<file path="src/rtl/core/vlmd_pkg.sv">
// ----------------------------------------------------------------------------
// vlmd_pkg
// Shared types, constants and level geometry for the voxel detail pyramid.
// ----------------------------------------------------------------------------
package vlmd_pkg;

	localparam int CW_LOG2       = 4;
	localparam int CH_LOG2       = 5;
	localparam int CHUNK_WIDTH   = 1 << CW_LOG2;
	localparam int COLUMN_HEIGHT = 1 << CH_LOG2;
	localparam int TYPE_COUNT    = 4;
	localparam int LEVELS        = 4;

	localparam int OP_W     = 2;
	localparam int LVL_W    = 3;
	localparam int IDX_W    = 13;
	localparam int TYPE_W   = 2;
	localparam int ORIGIN_W = 16;
	localparam int POSXZ_W  = 21;
	localparam int POSY_W   = 10;
	localparam int CFG_AW   = 4;

	localparam int TYPE_SLOTS = 1 << TYPE_W;
	localparam int CNT_W      = 4;

	function automatic int unsigned cells_of(int unsigned lvl);
		return 1 << (2 * (CW_LOG2 - lvl) + (CH_LOG2 - lvl));
	endfunction

	function automatic int unsigned base_of(int unsigned lvl);
		int unsigned acc;
		acc = 0;
		for (int unsigned k = 1; k <= LEVELS; k++) begin
			if (k < lvl) acc = acc + cells_of(k);
		end
		return acc;
	endfunction

	localparam int FINE_CELLS   = cells_of(0);
	localparam int COARSE_CELLS = base_of(LEVELS + 1);
	localparam int FINE_AW      = $clog2(FINE_CELLS);
	localparam int COARSE_AW    = $clog2(COARSE_CELLS);
	localparam int LCNT_W       = FINE_AW + 1;
	localparam int TGT_W        = $clog2(cells_of(1));

	typedef enum logic [OP_W-1:0] {
		OP_LOAD  = 2'd0,
		OP_BUILD = 2'd1,
		OP_READ  = 2'd2,
		OP_NONE  = 2'd3
	} op_t;

	localparam logic [CFG_AW-1:0] CFG_ORIGIN_X = CFG_AW'(0);
	localparam logic [CFG_AW-1:0] CFG_ORIGIN_Z = CFG_AW'(1);

	typedef enum logic [1:0] {
		BLD_IDLE,
		BLD_RUN,
		BLD_DRAIN
	} bld_state_t;

	typedef struct packed {
		logic                 fine_we;
		logic [FINE_AW-1:0]   fine_waddr;
		logic [TYPE_W-1:0]    fine_wdata;
		logic                 fine_re;
		logic [FINE_AW-1:0]   fine_raddr;
		logic                 coarse_we;
		logic [COARSE_AW-1:0] coarse_waddr;
		logic [TYPE_W-1:0]    coarse_wdata;
		logic                 coarse_re;
		logic [COARSE_AW-1:0] coarse_raddr;
	} mem_req_t;

	typedef struct packed {
		logic [TYPE_W-1:0] fine_rdata;
		logic [TYPE_W-1:0] coarse_rdata;
	} mem_rsp_t;

	// Cell count of a level; zero for levels beyond the pyramid.
	function automatic logic [LCNT_W-1:0] lvl_cells(logic [LVL_W-1:0] lvl);
		logic [LCNT_W-1:0] n;
		n = '0;
		for (int unsigned k = 0; k <= LEVELS; k++) begin
			if (lvl == LVL_W'(k)) n = LCNT_W'(cells_of(k));
		end
		return n;
	endfunction

	// Offset of a coarse level inside the coarse store.
	function automatic logic [COARSE_AW-1:0] lvl_base(logic [LVL_W-1:0] lvl);
		logic [COARSE_AW-1:0] b;
		b = '0;
		for (int unsigned k = 1; k <= LEVELS; k++) begin
			if (lvl == LVL_W'(k)) b = COARSE_AW'(base_of(k));
		end
		return b;
	endfunction

endpackage

</file>
<file path="src/rtl/core/vlmd_build.sv">
// ----------------------------------------------------------------------------
// vlmd_build
// Pyramid sequencer: reads eight children a cell, counts types, writes the
// majority type one level coarser.
// ----------------------------------------------------------------------------
module vlmd_build import vlmd_pkg::*; (
	input  logic     clk,
	input  logic     arst_n,
	input  logic     start,
	input  mem_rsp_t mem_rsp,
	output mem_req_t mem_req,
	output logic     busy
);

	bld_state_t state_q, state_nx;
	logic [LVL_W-1:0] lvl_q;
	logic [TGT_W-1:0] tgt_q;
	logic [2:0]       dsel_q;

	logic issue, lvl_step, restart;

	logic                 vld_s1, last_s1, fine_s1;
	logic [COARSE_AW-1:0] dst_s1;

	logic [TYPE_SLOTS-1:0][CNT_W-1:0] cnt_q, cnt_nx;
	logic [TYPE_W-1:0] child, best;

	logic [FINE_AW-1:0] tg, msk, tx, tz, ty, src;
	logic [FINE_AW-1:0] twl, swl;
	logic               tgt_last;

	// child address of the current target cell, one level finer
	always_comb begin
		twl = FINE_AW'(CW_LOG2) - FINE_AW'(lvl_q);
		swl = twl + FINE_AW'(1);
		tg  = FINE_AW'(tgt_q);
		msk = (FINE_AW'(1) << twl) - FINE_AW'(1);
		tx  = tg & msk;
		tz  = (tg >> twl) & msk;
		ty  = tg >> (twl << 1);
		src = ((((ty << 1) | FINE_AW'(dsel_q[2])) << (swl << 1)) |
			(((tz << 1) | FINE_AW'(dsel_q[1])) << swl) |
			((tx << 1) | FINE_AW'(dsel_q[0])));
		tgt_last = ({{(LCNT_W-TGT_W){1'b0}}, tgt_q} == lvl_cells(lvl_q) - LCNT_W'(1));
	end

	always_ff @(posedge clk or negedge arst_n) begin
		if (!arst_n) begin
			state_q <= BLD_IDLE;
		end else begin
			state_q <= state_nx;
		end
	end

	always_comb begin
		state_nx = state_q;
		issue    = 1'b0;
		lvl_step = 1'b0;
		restart  = 1'b0;
		case (state_q)
			BLD_IDLE: begin
				if (start) begin
					restart  = 1'b1;
					state_nx = BLD_RUN;
				end
			end
			BLD_RUN: begin
				issue = 1'b1;
				if (dsel_q == 3'd7 && tgt_last) state_nx = BLD_DRAIN;
			end
			BLD_DRAIN: begin
				// let the last write of the level land before the next level reads it
				if (lvl_q == LVL_W'(LEVELS)) begin
					state_nx = BLD_IDLE;
				end else begin
					lvl_step = 1'b1;
					state_nx = BLD_RUN;
				end
			end
			default: state_nx = BLD_IDLE;
		endcase
	end

	always_ff @(posedge clk or negedge arst_n) begin
		if (!arst_n) begin
			lvl_q  <= LVL_W'(1);
			tgt_q  <= '0;
			dsel_q <= '0;
		end else begin
			if (restart) begin
				lvl_q  <= LVL_W'(1);
				tgt_q  <= '0;
				dsel_q <= '0;
			end else if (lvl_step) begin
				lvl_q <= lvl_q + LVL_W'(1);
			end else if (issue) begin
				dsel_q <= dsel_q + 3'd1;
				if (dsel_q == 3'd7) tgt_q <= tgt_last ? '0 : tgt_q + TGT_W'(1);
			end
		end
	end

	always_ff @(posedge clk or negedge arst_n) begin
		if (!arst_n) begin
			vld_s1 <= 1'b0;
		end else begin
			vld_s1 <= issue;
		end
	end

	always_ff @(posedge clk) begin
		last_s1 <= (dsel_q == 3'd7);
		fine_s1 <= (lvl_q == LVL_W'(1));
		dst_s1  <= lvl_base(lvl_q) + COARSE_AW'(tgt_q);
	end

	always_comb begin
		child  = fine_s1 ? mem_rsp.fine_rdata : mem_rsp.coarse_rdata;
		cnt_nx = cnt_q;
		for (int t = 0; t < TYPE_SLOTS; t++) begin
			if (vld_s1 && child == TYPE_W'(t)) cnt_nx[t] = cnt_q[t] + CNT_W'(1);
		end
		// tie goes to the lowest code
		best = '0;
		for (int t = 1; t < TYPE_SLOTS; t++) begin
			if (cnt_nx[t] > cnt_nx[best]) best = TYPE_W'(t);
		end
	end

	always_ff @(posedge clk or negedge arst_n) begin
		if (!arst_n) begin
			cnt_q <= '0;
		end else if (vld_s1) begin
			cnt_q <= last_s1 ? '0 : cnt_nx;
		end
	end

	always_comb begin
		mem_req              = '0;
		mem_req.fine_re      = issue && (lvl_q == LVL_W'(1));
		mem_req.fine_raddr   = src;
		mem_req.coarse_re    = issue && (lvl_q != LVL_W'(1));
		mem_req.coarse_raddr = lvl_base(lvl_q - LVL_W'(1)) + COARSE_AW'(src);
		mem_req.coarse_we    = vld_s1 && last_s1;
		mem_req.coarse_waddr = dst_s1;
		mem_req.coarse_wdata = best;
	end

	assign busy = (state_q != BLD_IDLE);

endmodule

</file>
<file path="config.mk">
export PLATFORM = sky130hd
export DESIGN_NAME = vlmd_build
export DESIGN_NICKNAME = d
export VERILOG_FILES = /design/src/rtl/core/vlmd_pkg.sv /design/src/rtl/core/vlmd_build.sv
export SDC_FILE = /design/constraint.sdc
export NUM_CORES = 1
export LEC_CHECK = 0
export BUFFER_PORTS_ARGS = -buffer_cell sky130_fd_sc_hd__clkbuf_2
export CORE_MARGIN = 1.5
export CORE_UTILIZATION = 35
export CTS_CLUSTER_SIZE = 12
export DETAILED_ROUTE_END_ITERATION = 12
export GPL_TIMING_DRIVEN = 0
export PLACE_DENSITY_LB_ADDON = 0.25
export SYNTH_ARGS = -nofsm -noshare
export SYNTH_HDL_FRONTEND = slang
export SYNTH_SLANG_ARGS = --single-unit
</file>
<file path="constraint.sdc">
create_clock -name clk -period 10.2 [get_ports clk]
set_clock_uncertainty 0.2 [all_clocks]
set_input_delay 0.51 -clock clk [delete_from_list [all_inputs] [get_ports clk]]
set_output_delay 0.51 -clock clk [all_outputs]
set_load 0.02 [all_outputs]
</file>
==> impl_metrics.py, run 1 <==
metrics = {
    "worst_setup_path": {
        "cp_data_arrival_time_ns": 6.33,
        "start_kind": "flip-flop",
        "cp-end-kind": "primary output",
        "worstPathRequired_ns": 9.49,
        "path_cells": "buf_4 -> inv_2 -> clkbuf_1 -> ha_1 -> buf_2 -> buf_2 -> buf_2 -> nor2_1 -> nand3_1 -> ha_1 -> clkbuf_1 -> o211ai_1 -> a2111o_1 -> o311a_1 -> a21oi_1 -> nand3_1 -> nand3_1 -> ha_1 -> and2_1 -> o211ai_1 -> a21oi_1 -> xnor2_1 -> clkbuf_2",
        "cp_max_fo": 12,
        "cpPeakStageDelay_ns": 0.58,
        "endpoint": "mem_req[9]",
        "cp_slowest_cell": "dfstp_2",
        "worstReg2RegStart": "lvl_q[0]",
        "reg2regPathDepth": 15,
        "reg2reg_to": "tgt_q[2]",
        "ff2ff_setup_slack_ns": 5.99,
        "critPathKind": "reg -> out",
        "crit_start": "lvl_q[0]",
    },
    "grt": {
        "grt_overflow": 0,
        "grt_max_degree": 36,
        "antenna_found_initial": 0,
        "grt_usage_pct": 24.0,
        "grt_pass1_wl_mm": 27.4,
        "grt_pass1_vias": 4984,
    },
    "yosys": {
        "ys_top_cells_by_area": "dfrtp_1, ha_1, dfxtp_1",
        "ys_types": 75,
        "yosys_most_used_dff": "dfrtp_1",
        "netlist_area_sq_um": 4880,
        "avgSynthCellArea_sq_um": 7.82,
        "synth_top_area_share_pct": 17.4,
        "synth_common_cells": "nand2_1, nor2_1, o21ai_0",
        "synth.largest_area_cell": "dfrtp_1",
        "synth_edf_count": 0,
        "synth_seq_cells": 48,
        "yosysMostFrequentCell": "nand2_1",
        "seq_area_frac_synth_pct": 23.3,
        "netlist_instances": 624,
        "yosysWarnings": 0,
        "ys_async_sr_fraction_pct": 72.9,
    },
    "die": {
        "start_util_pct": 36.4,
        "io_pins": 64,
        "die_height_um": 121,
        "std_cell_rows": 42,
        "die_area_sq_um": 14700,
        "core_sq_um": 13400,
        "fp.dieW_um": 121,
    },
    "job": {
        "max_cap_violations": 0,
    },
    "layout": {
        "final_nets": 737,
        "syn_to_final_growth_pct": 13.8,
        "diodes": 0,
        "drive_above_1_share_pct": 17.3,
        "layoutNonFillerInstCount": 870,
    },
    "timing": {
        "tightest_slew_ns": 0.916,
        "setup_viol": 0,
        "rsz0062_at_grt": "false",
        "period_minus_slack_ns": 7.04,
        "slew_viol_final": 0,
        "fmax_ghz": 0.142,
        "timing.final.crit_share_pct": 69.0,
        "fin_setup_tns_ns": 0,
        "slew_headroom_pct": 38.9,
        "hold_viol_final": 0,
    },
    "detailed_routing": {
        "wirelength_mm": 17.1,
        "routedWlPerCell_um": 19.6,
        "remaining_drc_errors": 0,
        "first_iter_violations": 515,
        "drtAntennaViolNets": 0,
        "via_per_inst": 5.86,
        "vias": 5096,
        "firstDrtPassIters": 5,
    },
    "clocking": {
        "htree_levels": 2,
        "cts.reportedPaths.clkPinSlew_ns": 0.06,
        "clock_latency_ns": 0.29,
        "postCtsSetupRepairBufs": 0,
        "cts-buffers-inserted": 5,
        "cts-resized-gates": 0,
        "ctsHoldBuffers": 0,
        "clk_path_buf_depth": 2,
        "clock_sinks": 48,
        "cts-root-buf": "clkbuf_16",
        "cts_tree": "built",
    },
    "power": {
        "pwr_density_cell_nw_per_um2": 78.0,
        "ir_drop_mv": 0.0568,
        "leakagePower_nw": 2.56,
    },
    "min_path": {
        "hold_path.class": "in -> async",
    },
    "outcome": {
        "status": "completed",
    },
    "placed_design": {
        "dpl.cell_count": 862,
        "gp_congestion": 0.947,
        "dp_hpwl_mm": 13.2,
        "io_buffers": 47,
    },
}
## how the worst min path moves through the flow
stage	start	end	slack, ns	depth (start not counted)
3_3_place_gp	tgt_q[2]	dst_s1[2]	0.25	0
4_1_cts	arst_n	tgt_q[8]	0.19	1
5_1_grt	arst_n	tgt_q[2]	0.22	1
6_report	arst_n	tgt_q[2]	0.14	1
3_5_place_dp	tgt_q[2]	dst_s1[2]	0.26	0
2_1_floorplan	arst_n	cnt_q[0]	0.01	0
## state kept, by name, indices dropped and copies added (netlist names)
name	cells
fine_s1	1
vld_s1	1
lvl_q	3
cnt_q	16
dsel_q	3
state_q	2
last_s1	1
dst_s1	11
tgt_q	10
## through the flow
step / instance area [sq um] / hold slack [ns] / power [mW] / worst slack [ns] / utilization, %
final: 5560 / 0.140 / 0.433 / 3.16 / 41.5
after global routing: 5560 / 0.220 / 0.457 / 2.80 / 41.5
after CTS: 5560 / 0.187 / 0.439 / 3.29 / 41.5
after detailed placement: 5390 / 0.257 / 0.251 / 3.63 / 40.2
after global placement: 5390 / 0.248 / 0.249 / 3.56 / 40.2
after floorplan: 4940 / 0.0144 / 0.236 / 4.48 / -
## kinds of logic after synthesis
family	share of synthesized area [%]
other	0.0768
muxes	3.59
and+or+nand+nor	21.8
AOI/OAI and AO/OA	24.5
buffers and inverters	10.8
xor gates and xnor gates	6.38
adders and majority gates	9.49
DFF	23.3
## layout make-up
cell class / count / area [sq um]
Fill cell: 1403 / 7850
Clock buffer: 6 / 129
Clock inverter: 2 / 35.0
Sequential cell: 48 / 1140
Buffer: 63 / 372
Tap cell: 176 / 220
Inverter: 42 / 158
Timing Repair Buffer: 47 / 235
Multi-Input combinational cell: 486 / 3270
## cell usage in the layout (no fill, tap or decap), drive strengths merged, types with 20 or more instances in the layout
master  instances
dfrtp          34
nor2           42
a21oi          28
nand2          48
o21ai          52
ha             37
buf            44
xnor2          20
clkbuf         72
inv            42
nand3          29
## worst max-delay path, delay by kind of cell, from the launching register on
kind            cells  cell delay, ns
xor+xnor            1            0.16
buf+inv             8            2.10
compound gates      6            1.32
fa+ha+maj           3            1.11
flops               1            0.58
simple gates        5            0.77
## where the power goes
part / switching [mW] / internal, mW
logic: 0.0344 / 0.0211
registers: 0.000844 / 0.190
clock network: 0.0708 / 0.115
## per-layer routing
metal,GRT usage (%),routed length [um]
met5,0,0
met2,38.5,7790
met4,9.04,547
met1,31.1,7220
met3,6.06,1520
(Power assumes the default switching activity.)
==> inputs of run 2 (changes only) <==
Settings changed: ABC_AREA from default to 1.
Clock period 10.2 ns to 5.6 ns, I/O delays scaled along.
==> impl_metrics.py, run 2 <==
metrics = {
    "yosys": {
        "ys_top_cells_by_area": "dfrtp_1, nand2_1, ha_1",
        "synth.largest_area_cell": "dfrtp_1",
        "netlist_instances": 700,
        "ys_async_sr_fraction_pct": 72.9,
        "seq_area_frac_synth_pct": 23.7,
        "synth_seq_cells": 48,
        "synth_edf_count": 0,
        "yosysMostFrequentCell": "nand2_1",
        "avgSynthCellArea_sq_um": 6.84,
        "yosysWarnings": 0,
        "ys_types": 52,
        "synth_common_cells": "nand2_1, inv_1, nand3_1",
        "synth_top_area_share_pct": 17.8,
        "yosys_most_used_dff": "dfrtp_1",
        "netlist_area_sq_um": 4790,
    },
    "clocking": {
        "clock_sinks": 48,
        "clock_latency_ns": 0.29,
        "clk_path_buf_depth": 2,
        "cts-buffers-inserted": 5,
        "cts_tree": "built",
        "cts.reportedPaths.clkPinSlew_ns": 0.06,
        "cts-root-buf": "clkbuf_16",
        "htree_levels": 2,
    },
    "layout": {
        "layout_commonest_cell": "nand2_1",
        "final_nets": 817,
        "top_regs": "cnt_q x16, dst_s1 x11, tgt_q x10",
        "syn_to_final_growth_pct": 16.0,
        "layout_common_cells": "nand2_1, inv_1, nand3_1, nor2_1, clkbuf_2",
        "regArea_sq_um": 1140,
        "fillers": 1431,
        "largest_reg_flops": 16,
        "layoutNonFillerInstCount": 950,
        "multi_input_area_sq_um": 3100,
        "regMostFlops": "cnt_q",
        "diodes": 0,
        "drive_above_1_share_pct": 19.6,
        "fin_util_pct": 41.8,
    },
    "timing": {
        "setup_viol": 0,
        "slew_headroom_pct": 38.9,
        "timing.final.crit_share_pct": 95.2,
        "period_minus_slack_ns": 5.33,
        "slew_viol_final": 0,
        "tightest_slew_ns": 0.916,
        "hold_viol_final": 0,
        "fmax_ghz": 0.188,
    },
    "worst_setup_path": {
        "crit_path_frequent_cell": "nand2_1",
        "cp_max_fo": 12,
        "worstPathRequired_ns": 5.12,
        "cp-end-kind": "primary output",
        "cp_data_arrival_time_ns": 4.85,
        "cp_slowest_cell": "dfstp_2",
        "critPathKind": "reg -> out",
        "cpPeakStageDelay_ns": 0.58,
        "start_kind": "flip-flop",
    },
    "min_path": {
        "hold_path.class": "reg -> reg",
    },
    "job": {
        "max_cap_violations": 0,
    },
    "power": {
        "ir_drop_mv": 0.121,
        "total_power_uw": 829,
        "pwr_density_cell_nw_per_um2": 149,
        "leakagePower_nw": 2.79,
    },
    "grt": {
        "grt_overflow": 0,
        "grt_pass1_vias": 4355,
        "grt_usage_pct": 19.0,
        "antenna_found_initial": 0,
        "grt_pass1_wl_mm": 21.8,
        "grt_max_degree": 36,
    },
    "detailed_routing": {
        "routedWlPerCell_um": 14.1,
        "drtAntennaViolNets": 0,
        "firstDrtPassIters": 6,
        "remaining_drc_errors": 0,
        "via_per_inst": 4.97,
        "first_iter_violations": 422,
        "vias": 4726,
        "wirelength_mm": 13.4,
    },
    "placed_design": {
        "dp_hpwl_mm": 10.6,
        "gp_congestion": 0.915,
        "dpl.cell_count": 938,
        "io_buffers": 47,
    },
    "die": {
        "start_util_pct": 36.0,
        "die_height_um": 120,
        "io_pins": 64,
        "core_sq_um": 13300,
        "std_cell_rows": 42,
        "fp.dieW_um": 120,
        "die_area_sq_um": 14400,
    },
    "outcome": {
        "status": "completed",
    },
}
run 2: changes by cell type after synthesis, moves of 9 or more:
cell	before	now
nand3_1	29	78
nor2b_1	17	0
inv_1	39	79
nor2_1	42	54
xnor2_1	20	7
nand2_1	48	158
nand2b_1	17	0
clkbuf_1	19	10
run 2: path summary, 6_finish.rpt:
path,startpoint,end,slack (ns),cells past startpoint
setup / recovery,lvl_q[0],mem_req[10],0.27,29
hold / removal,tgt_q[2],dst_s1[2],0.17,0
setup reg to reg,lvl_q[0],tgt_q[6],1.69,14
hold reg to reg,tgt_q[2],dst_s1[2],0.17,0
max in group asynchronous,arst_n,dsel_q[0],4.17,2
min in group asynchronous,arst_n,tgt_q[7],0.46,2
run 2: worst max-delay path: cells and delay by family (launching register included):
kind | cells | cell delay (ns)
AOI/OAI and AO/OA | 2 | 0.22
adders and majority gates | 5 | 1.18
buffers and inverters | 8 | 1.22
DFF | 1 | 0.58
and+or+nand+nor | 14 | 1.34
run 2: repair_timing:
action	4_1_cts	5_1_grt
pin swaps	0	1
buffers inserted	0	4
gates cloned	0	0
hold endpoints to repair	34	0
hold buffers	1	0
gates resized for setup	3	20
setup endpoints to repair	4	8
run 2: logic make-up after synthesis:
| kind of cell | synth area share, % |
|---|---|
| flops | 23.7 |
| fa+ha+maj | 9.66 |
| other cells | 0.0783 |
| xor+xnor | 5.77 |
| simple gates | 34.4 |
| compound gates | 12.7 |
| buf+inv | 13.6 |
run 2: power breakdown:
part,switching (mW),internal (mW)
registers,0.00181,0.347
clock network,0.126,0.210
logic,0.0901,0.0536
total,0.218,0.611
run 2: routing by layer:
| metal | share of wire (%) | vias to the layer above | wire length, um | GRT usage, % |
|---|---|---|---|---|
| met5 | 0 | - | 0 | 0 |
| met2 | 46 | 176 | 6170 | 31.4 |
| met3 | 6.0 | 25 | 796 | 2.23 |
| met1 | 45 | 2109 | 6020 | 25.0 |
| li1 | - | 2416 | - | - |
| met4 | 2.9 | 0 | 389 | 7.96 |
run 2: through the flow:
step | setup TNS [ns] | worst slack [ns] | cell area (sq um) | hold slack, ns
floorplan | 0 | 0.806 | 4850 | -0.216
global placement | 0 | 0.134 | 5300 | 0.149
detailed placement | 0 | 0.165 | 5300 | 0.150
CTS | 0 | 0.0113 | 5480 | 0.168
global route | -0.0375 | -0.0200 | 5560 | 0.175
finish | 0 | 0.268 | 5560 | 0.166
run 2: cell type report:
type,instances,share of cell area (%)
repair buffers,52,4.95
flip-flops and latches,48,20.5
clock buffers,6,2.32
plain buffers,46,5.79
well taps,176,3.96
multi-input cells,532,55.8
inverters,88,6.06
clock inverters,2,0.630
